--- src/hw/rtl/ltd_pkg.sv ---
// Shared types and constants for the least-loaded task dispatcher.
// Used by ltd_ctrl, ltd_datapath and least_loaded_task_dispatcher_unit.
// Depends on nothing.
package ltd_pkg;

  // Server pool size and derived widths
  localparam int MAX_SERVERS = 16;
  localparam int SRV_W       = (MAX_SERVERS > 1) ? $clog2(MAX_SERVERS) : 1;
  localparam int CNT_W       = $clog2(MAX_SERVERS + 1);

  // Fixed field widths
  localparam int LOAD_W      = 32;
  localparam int TIME_W      = 16;
  localparam int CFG_W       = 5;
  localparam int IDX_OUT_W   = 4;

  // Reset value of the server count register
  localparam logic [CFG_W-1:0] NUM_SERVERS_RST = CFG_W'(16);

  // Request operation codes
  typedef enum logic [0:0] {
    OP_ASSIGN = 1'b0,
    OP_CLEAR  = 1'b1
  } op_t;

  // Controller states
  typedef enum logic [1:0] {
    ST_IDLE,
    ST_SCAN,
    ST_WRITE,
    ST_CLEAR
  } state_t;

  // Controller to datapath commands
  typedef struct packed {
    logic capture;
    logic step;
    logic write;
    logic clear;
  } dp_cmd_t;

  // Datapath to controller status
  typedef struct packed {
    logic scan_last;
  } dp_status_t;

endpackage

--- src/hw/rtl/least_loaded_task_dispatcher_unit.sv ---
// Least-loaded task dispatcher, greedy list scheduling over up to 16 servers: assign
// requests go to the server in use with the smallest load (lowest index on a tie) and
// report the chosen server, its saturated new load and the makespan; a clear request
// zeroes all loads. A request is taken when start is high and busy is low. With n the
// number of servers in use (num_servers clamped into 1..16), an assign request keeps busy
// high while it scans the n servers in use one at a time (the load registers have a
// single scan read port) and then writes back; a clear request keeps busy high while it
// zeroes the loads. Each result shows on the result ports for one cycle with done high,
// in the first cycle in which busy is low again, where a new request can already be
// taken; the result cannot be held off, so capture it when done is high. The user must
// write num_servers through cfg_we/cfg_wdata while the block is idle; it is not enforced.
// Depends on ltd_pkg, ltd_ctrl and ltd_datapath.
module least_loaded_task_dispatcher_unit
  import ltd_pkg::*;
(
  input  logic                 clk,
  input  logic                 rst,
  input  logic                 start,
  output logic                 busy,
  input  logic                 operation,
  input  logic [TIME_W-1:0]    task_time,
  input  logic                 cfg_we,
  input  logic [CFG_W-1:0]     cfg_wdata,
  output logic                 done,
  output logic [IDX_OUT_W-1:0] server_index,
  output logic [LOAD_W-1:0]    new_load,
  output logic [LOAD_W-1:0]    makespan
);

  dp_cmd_t    cmd;
  dp_status_t status;

  // Sequencer
  ltd_ctrl u_ctrl (
    .clk       (clk),
    .rst       (rst),
    .start     (start),
    .operation (operation),
    .status    (status),
    .cmd       (cmd),
    .busy      (busy)
  );

  // Load storage and arithmetic
  ltd_datapath u_datapath (
    .clk          (clk),
    .rst          (rst),
    .cmd          (cmd),
    .status       (status),
    .task_time    (task_time),
    .cfg_we       (cfg_we),
    .cfg_wdata    (cfg_wdata),
    .done         (done),
    .server_index (server_index),
    .new_load     (new_load),
    .makespan     (makespan)
  );

  // A result never shows while a request is in flight
  a_done_idle: assert property (@(posedge clk) disable iff (rst)
    done |-> !busy)
    else $error("result strobe while busy");

  // The makespan covers the chosen server's new load
  a_makespan_bound: assert property (@(posedge clk) disable iff (rst)
    done |-> (makespan >= new_load))
    else $error("makespan below new load");

  // A clear request returns an all-zero result through the clear state and the done register
  a_clear_result: assert property (@(posedge clk) disable iff (rst)
    (start && !busy && operation == OP_CLEAR) |=> ##1
      (done && server_index == '0 && new_load == '0 && makespan == '0))
    else $error("clear request result wrong");

endmodule

--- src/hw/rtl/ltd_ctrl.sv ---
// Sequencer for the dispatcher: accept, scan, write back, clear.
// Drives ltd_datapath through dp_cmd_t; depends on ltd_pkg.
module ltd_ctrl
  import ltd_pkg::*;
(
  input  logic       clk,
  input  logic       rst,
  input  logic       start,
  input  logic       operation,
  input  dp_status_t status,
  output dp_cmd_t    cmd,
  output logic       busy
);

  state_t state;
  state_t state_next;

  // Hold the current state
  always_ff @(posedge clk) begin
    if (rst) begin
      state <= ST_IDLE;
    end else begin
      state <= state_next;
    end
  end

  // Advance the sequence and issue datapath commands
  always_comb begin
    state_next  = state;
    cmd         = '0;
    busy        = 1'b1;
    unique case (state)
      ST_IDLE: begin
        busy = 1'b0;
        if (start) begin
          cmd.capture = 1'b1;
          if (operation == OP_CLEAR) begin
            state_next = ST_CLEAR;
          end else begin
            state_next = ST_SCAN;
          end
        end
      end
      ST_SCAN: begin
        cmd.step = 1'b1;
        if (status.scan_last) begin
          state_next = ST_WRITE;
        end
      end
      ST_WRITE: begin
        cmd.write  = 1'b1;
        state_next = ST_IDLE;
      end
      ST_CLEAR: begin
        cmd.clear  = 1'b1;
        state_next = ST_IDLE;
      end
      default: begin
        state_next = ST_IDLE;
      end
    endcase
  end

endmodule

--- src/hw/rtl/ltd_datapath.sv ---
// Load registers, argmin/max scan unit, saturating adder and result registers.
// Commanded by ltd_ctrl through dp_cmd_t; depends on ltd_pkg.
module ltd_datapath
  import ltd_pkg::*;
(
  input  logic                 clk,
  input  logic                 rst,
  input  dp_cmd_t              cmd,
  output dp_status_t           status,
  input  logic [TIME_W-1:0]    task_time,
  input  logic                 cfg_we,
  input  logic [CFG_W-1:0]     cfg_wdata,
  output logic                 done,
  output logic [IDX_OUT_W-1:0] server_index,
  output logic [LOAD_W-1:0]    new_load,
  output logic [LOAD_W-1:0]    makespan
);

  logic [CFG_W-1:0]  num_servers;
  logic [CNT_W-1:0]  n_eff;
  logic [CNT_W-1:0]  n_reg;
  logic [TIME_W-1:0] task_reg;
  logic [SRV_W-1:0]  idx;
  logic [SRV_W-1:0]  best;
  logic [LOAD_W-1:0] min_val;
  logic [LOAD_W-1:0] max_val;
  logic [LOAD_W-1:0] loads [MAX_SERVERS];
  logic [LOAD_W-1:0] cur;
  logic [LOAD_W:0]   sum_wide;
  logic [LOAD_W-1:0] sum_sat;
  logic [LOAD_W-1:0] top;

  // Hold the server count register
  always_ff @(posedge clk) begin
    if (rst) begin
      num_servers <= NUM_SERVERS_RST;
    end else if (cfg_we) begin
      num_servers <= cfg_wdata;
    end
  end

  // Clamp the server count into 1..MAX_SERVERS
  always_comb begin
    if (num_servers == '0) begin
      n_eff = CNT_W'(1);
    end else if (int'(num_servers) > MAX_SERVERS) begin
      n_eff = CNT_W'(MAX_SERVERS);
    end else begin
      n_eff = CNT_W'(num_servers);
    end
  end

  // Scan read port and end-of-scan flag
  assign cur              = loads[idx];
  assign status.scan_last = (CNT_W'(idx) + CNT_W'(1)) == n_reg;

  // Add the task and saturate; the new top is the scanned max or the new load
  assign sum_wide = {1'b0, min_val} + (LOAD_W + 1)'(task_reg);
  assign sum_sat  = sum_wide[LOAD_W] ? '1 : sum_wide[LOAD_W-1:0];
  assign top      = (sum_sat > max_val) ? sum_sat : max_val;

  // Capture the request and walk the servers one per cycle
  always_ff @(posedge clk) begin
    if (cmd.capture) begin
      task_reg <= task_time;
      n_reg    <= n_eff;
      idx      <= '0;
    end else if (cmd.step) begin
      if (idx == '0) begin
        min_val <= cur;
        max_val <= cur;
        best    <= '0;
      end else begin
        if (cur < min_val) begin
          min_val <= cur;
          best    <= idx;
        end
        if (cur > max_val) begin
          max_val <= cur;
        end
      end
      idx <= idx + SRV_W'(1);
    end
  end

  // Update the load registers
  always_ff @(posedge clk) begin
    if (rst || cmd.clear) begin
      for (int i = 0; i < MAX_SERVERS; i++) begin
        loads[i] <= '0;
      end
    end else if (cmd.write) begin
      loads[best] <= sum_sat;
    end
  end

  // Drive the result strobe
  always_ff @(posedge clk) begin
    if (rst) begin
      done <= 1'b0;
    end else begin
      done <= cmd.write | cmd.clear;
    end
  end

  // Hold the result fields
  always_ff @(posedge clk) begin
    if (cmd.clear) begin
      server_index <= '0;
      new_load     <= '0;
      makespan     <= '0;
    end else if (cmd.write) begin
      server_index <= IDX_OUT_W'(best);
      new_load     <= sum_sat;
      makespan     <= top;
    end
  end

endmodule
--- config.mk ---
export PLATFORM = sky130hd
export DESIGN_NAME = least_loaded_task_dispatcher_unit
export DESIGN_NICKNAME = d
export VERILOG_FILES = /design/src/hw/rtl/ltd_pkg.sv /design/src/hw/rtl/least_loaded_task_dispatcher_unit.sv /design/src/hw/rtl/ltd_ctrl.sv /design/src/hw/rtl/ltd_datapath.sv
export SDC_FILE = /design/constraint.sdc
export NUM_CORES = 1
export LEC_CHECK = 0
export ABC_AREA = 1
export BUFFER_PORTS_ARGS = -buffer_cell sky130_fd_sc_hd__buf_2
export CORE_MARGIN = 5
export CORE_UTILIZATION = 45
export CTS_CLUSTER_DIAMETER = 80
export DETAILED_ROUTE_END_ITERATION = 16
export HOLD_SLACK_MARGIN = 0.15
export SLEW_MARGIN = 10
export SYNTH_ARGS = -nofsm -noshare
export SYNTH_HDL_FRONTEND = slang
export SYNTH_SLANG_ARGS = --single-unit
--- constraint.sdc ---
create_clock -name clk -period 5.8 [get_ports clk]
set_input_delay 0.58 -clock clk [delete_from_list [all_inputs] [get_ports clk]]
set_output_delay 0.58 -clock clk [all_outputs]
set_load 0.05 [all_outputs]
==> impl_metrics.sql <==
INSERT INTO impl_metrics (metric_group, metric, value, unit) VALUES
('routing', 'detail_route.wirelength', '96500', 'µm'),
('timing', 'slew_violations', '0', ''),
('logic_synthesis', 'synth_top_flop_cell', 'sky130_fd_sc_hd__edfxtp_1', ''),
('timing', 'hold_violations', '0', ''),
('power_and_ir_drop', 'power.internal', '10300', 'µW'),
('placed_design', 'io_buffers', '95', ''),
('global_route', 'grt_pass1_wl', '144000', 'µm'),
('timing', 'max_freq', '199', 'MHz'),
('flow_run', 'max_cap_viols', '0', ''),
('floorplanning', 'initial_utilization', '45.4', '%'),
('power_and_ir_drop', 'power.switching', '6830', 'µW'),
('timing', 'rsz_0062_raised_after_global_routing', 'no', ''),
('timing', 'maxSlewHeadroom', '22.1', '%'),
('placed_design', 'post-place-cells', '4328', ''),
('finish', 'max_flop_register', 'u_datapath.loads', ''),
('floorplanning', 'boundaryPins', '96', ''),
('logic_synthesis', 'synthesis.yosys.warnings', '0', ''),
('clocking', 'cts.clk_slew.worst_paths', '60', 'ps'),
('placed_design', 'detailedPlace.worstSlack', '935', 'ps'),
('logic_synthesis', 'syn_area', '0.0332', 'mm²'),
('finish', 'antennaDiodeCount', '0', ''),
('clocking', 'cts.sink_count', '685', ''),
('floorplanning', 'fp.dieH', '282', 'µm'),
('timing', 'actual_slew_at_the_worst_max_slew_pin', '1160', 'ps'),
('global_route', 'number_of_antenna_violations_at_the_first_check_in_global_routing', '0', ''),
('clocking', 'root_buffer', 'sky130_fd_sc_hd__clkbuf_16', ''),
('timing', 'timing.final.crit_share', '86.7', '%'),
('routing', 'detailedRoute.firstPassIterationCount', '5', ''),
('finish', 'mostFrequentLayoutCells', '601 x sky130_fd_sc_hd__edfxtp_1, 586 x sky130_fd_sc_hd__nand2_1, 543 x sky130_fd_sc_hd__nor2_1', ''),
('timing', 'min_period', '5030', 'ps'),
('logic_synthesis', 'synthesis.area_per_instance', '9.68', 'µm²'),
('power_and_ir_drop', 'combinationalPowerShare', '35.3', '%'),
('worst_setup_path', 'worst_setup_path_type', 'flip-flop to flip-flop', ''),
('routing', 'detail_route.iter0.violations', '2202', ''),
('floorplanning', 'chipWidth', '282', 'µm'),
('worst_hold_path', 'worstHoldPathType', 'input pin to flip-flop', ''),
('logic_synthesis', 'synth_async_sr_flop_share', '0', '%'),
('floorplanning', 'dieArea', '0.0793', 'mm²'),
('timing', 'post-route-worst-setup-slack', '771', 'ps'),
('logic_synthesis', 'yosys_register_bits', '685', ''),
('routing', 'wire_per_inst', '21.6', 'µm'),
('power_and_ir_drop', 'power.leakage', '0.0167', 'µW'),
('logic_synthesis', 'synthesis.instances', '3428', ''),
('finish', 'instances_no_fill', '4473', ''),
('worst_setup_path', 'worst_setup_path_start_kind', 'flip-flop', ''),
('finish', 'leading_cell_type_in_the_layout_fill_and_taps_excluded', 'sky130_fd_sc_hd__edfxtp_1', ''),
('placed_design', 'hpwlAfterDp', '60700', 'µm'),
('floorplanning', 'placementRows', '99', ''),
('clocking', 'worst_skew_pair.late_latency', '620', 'ps'),
('global_route', 'pin_count_of_the_biggest_net_entering_global_routing', '151', ''),
('finish', 'synthToLayoutAreaGrowth', '11.5', '%'),
('clocking', 'post_cts.resized_instances', '0', ''),
('worst_setup_path', 'timing.critical_path.arrival', '5560', 'ps'),
('timing', 'worst_hold_slack', '189', 'ps'),
('logic_synthesis', 'ys_seq_area_share', '59.5', '%'),
('routing', 'count_of_unresolved_drc_violations_after_routing', '0', ''),
('worst_setup_path', 'end_kind', 'flip-flop', ''),
('finish', 'nets', '3599', ''),
('timing', 'setup_violations', '0', ''),
('routing', 'vias', '24200', ''),
('logic_synthesis', 'synth_cell_types', '56', ''),
('power_and_ir_drop', 'max-vdd-ir-drop', '0.283', 'mV'),
('global_route', 'number_of_global_route_vias_before_repair', '22800', ''),
('finish', 'post_route_cells_drive_above_1_share', '9.79', '%'),
('clocking', 'cts_buffers', '73', ''),
('power_and_ir_drop', 'swShare', '40.0', '%'),
('logic_synthesis', 'synth_edf_count', '601', ''),
('run_status', 'outcome', 'complete, no violations', ''),
('power_and_ir_drop', 'p_clk_share', '27.2', '%'),
('clocking', 'tritoncts', 'done', ''),
('floorplanning', 'design.core.area', '0.0731', 'mm²');
-- power by group through the flow --
stage / clock network [µW] / logic [µW] / registers, µW
4_1_cts: 4700 / 6030 / 6400
3_5_place_dp: 0 / 6000 / 6500
5_1_grt: 4910 / 6550 / 6450
3_3_place_gp: 0 / 5960 / 6500
2_1_floorplan: 0 / 3320 / 7110
6_report: 4650 / 6030 / 6400
-- layout make-up --
cell class / instances / area [µm²]
clock buffers: 96 / 2070
clock inverters: 36 / 272
fillers: 6682 / 36100
inverters: 480 / 1820
multi-input cells: 2055 / 10800
flip-flops and latches: 685 / 19700
well taps: 959 / 1200
repair buffers: 162 / 1120
-- path summary, 6_finish.rpt --
kind / cells past startpoint / start / to / slack [ps]
max reg2reg: 21 / u_datapath.min_val[0] / u_datapath.makespan[25] / 770
max: 21 / u_datapath.min_val[0] / u_datapath.makespan[25] / 770
min: 3 / cfg_wdata[2] / u_datapath.num_servers[2] / 190
min reg2reg: 2 / u_datapath.new_load[28] / u_datapath.new_load[28] / 450
-- synthesized netlist by cell type, types with 54 or more instances --
| library cell | n | area [µm²] |
|---|---|---|
| sky130_fd_sc_hd__a21oi_1 | 86 | 430 |
| sky130_fd_sc_hd__buf_2 | 54 | 270 |
| sky130_fd_sc_hd__clkbuf_1 | 135 | 507 |
| sky130_fd_sc_hd__dfxtp_1 | 84 | 1680 |
| sky130_fd_sc_hd__edfxtp_1 | 601 | 18000 |
| sky130_fd_sc_hd__ha_1 | 115 | 1440 |
| sky130_fd_sc_hd__inv_1 | 451 | 1690 |
| sky130_fd_sc_hd__nand2_1 | 599 | 2250 |
| sky130_fd_sc_hd__nand3_1 | 56 | 280 |
| sky130_fd_sc_hd__nor2_1 | 551 | 2070 |
| sky130_fd_sc_hd__o21ai_0 | 335 | 1680 |
| sky130_fd_sc_hd__o221ai_1 | 87 | 762 |
-- kinds of logic after synthesis --
| group | count (synthesis) | share of synthesized area (%) |
|---|---|---|
| simple gates | 1277 | 15.8 |
| buf+inv | 688 | 8.27 |
| flops | 685 | 59.5 |
| compound gates | 637 | 11.4 |
| fa+ha+maj | 116 | 4.40 |
| xor+xnor | 25 | 0.660 |
-- stage by stage --
| stage | area, µm² | power (µW) | util (%) |
|---|---|---|---|
| 3_3_place_gp | 34500 | 12500 | 47.3 |
| 4_1_cts | 37000 | 17100 | 50.6 |
| 2_1_floorplan | 33200 | 10400 | - |
| 3_5_place_dp | 34500 | 12500 | 47.3 |
| 6_report | 37000 | 17100 | 50.6 |
| 5_1_grt | 37000 | 17900 | 50.6 |
-- worst max-delay path, stage by stage (launching register included) --
cell and delay, ps:
sky130_fd_sc_hd__edfxtp_1 390, sky130_fd_sc_hd__ha_1 240, sky130_fd_sc_hd__fa_1 400, sky130_fd_sc_hd__nand3_1 120
sky130_fd_sc_hd__nand2_2 90, sky130_fd_sc_hd__a21oi_4 190, sky130_fd_sc_hd__inv_1 80, sky130_fd_sc_hd__nand3_1 90
sky130_fd_sc_hd__nand3_1 230, sky130_fd_sc_hd__nand3_1 180, sky130_fd_sc_hd__nand3_2 420, sky130_fd_sc_hd__ha_1 480
sky130_fd_sc_hd__nand2_1 70, sky130_fd_sc_hd__nor2_1 190, sky130_fd_sc_hd__nand4_1 150, sky130_fd_sc_hd__nor4_1 570
sky130_fd_sc_hd__nand2_1 120, sky130_fd_sc_hd__nand2_1 80, sky130_fd_sc_hd__nand2_1 80, sky130_fd_sc_hd__inv_1 500
sky130_fd_sc_hd__nor2_1 90, sky130_fd_sc_hd__o21ai_0 200
-- what timing repair did --
item | in CTS | in global routing
buffers inserted | 0 | 0
hold buffers | 13 | 0
endpoints found under the hold margin | 13 | 0
-- routing by layer --
layer  vias up  track usage, %  part of all wire [%]  wire length, µm
met4         0            7.63                   3.2             3080
met2       850            37.7                    46            44500
met1     11700            34.1                    44            42600
met5         -               0                     0                0
li1      11500               -                     -                -
met3       159            4.05                   6.5             6250
No activity file was read; power rests on OpenSTA's default activity.
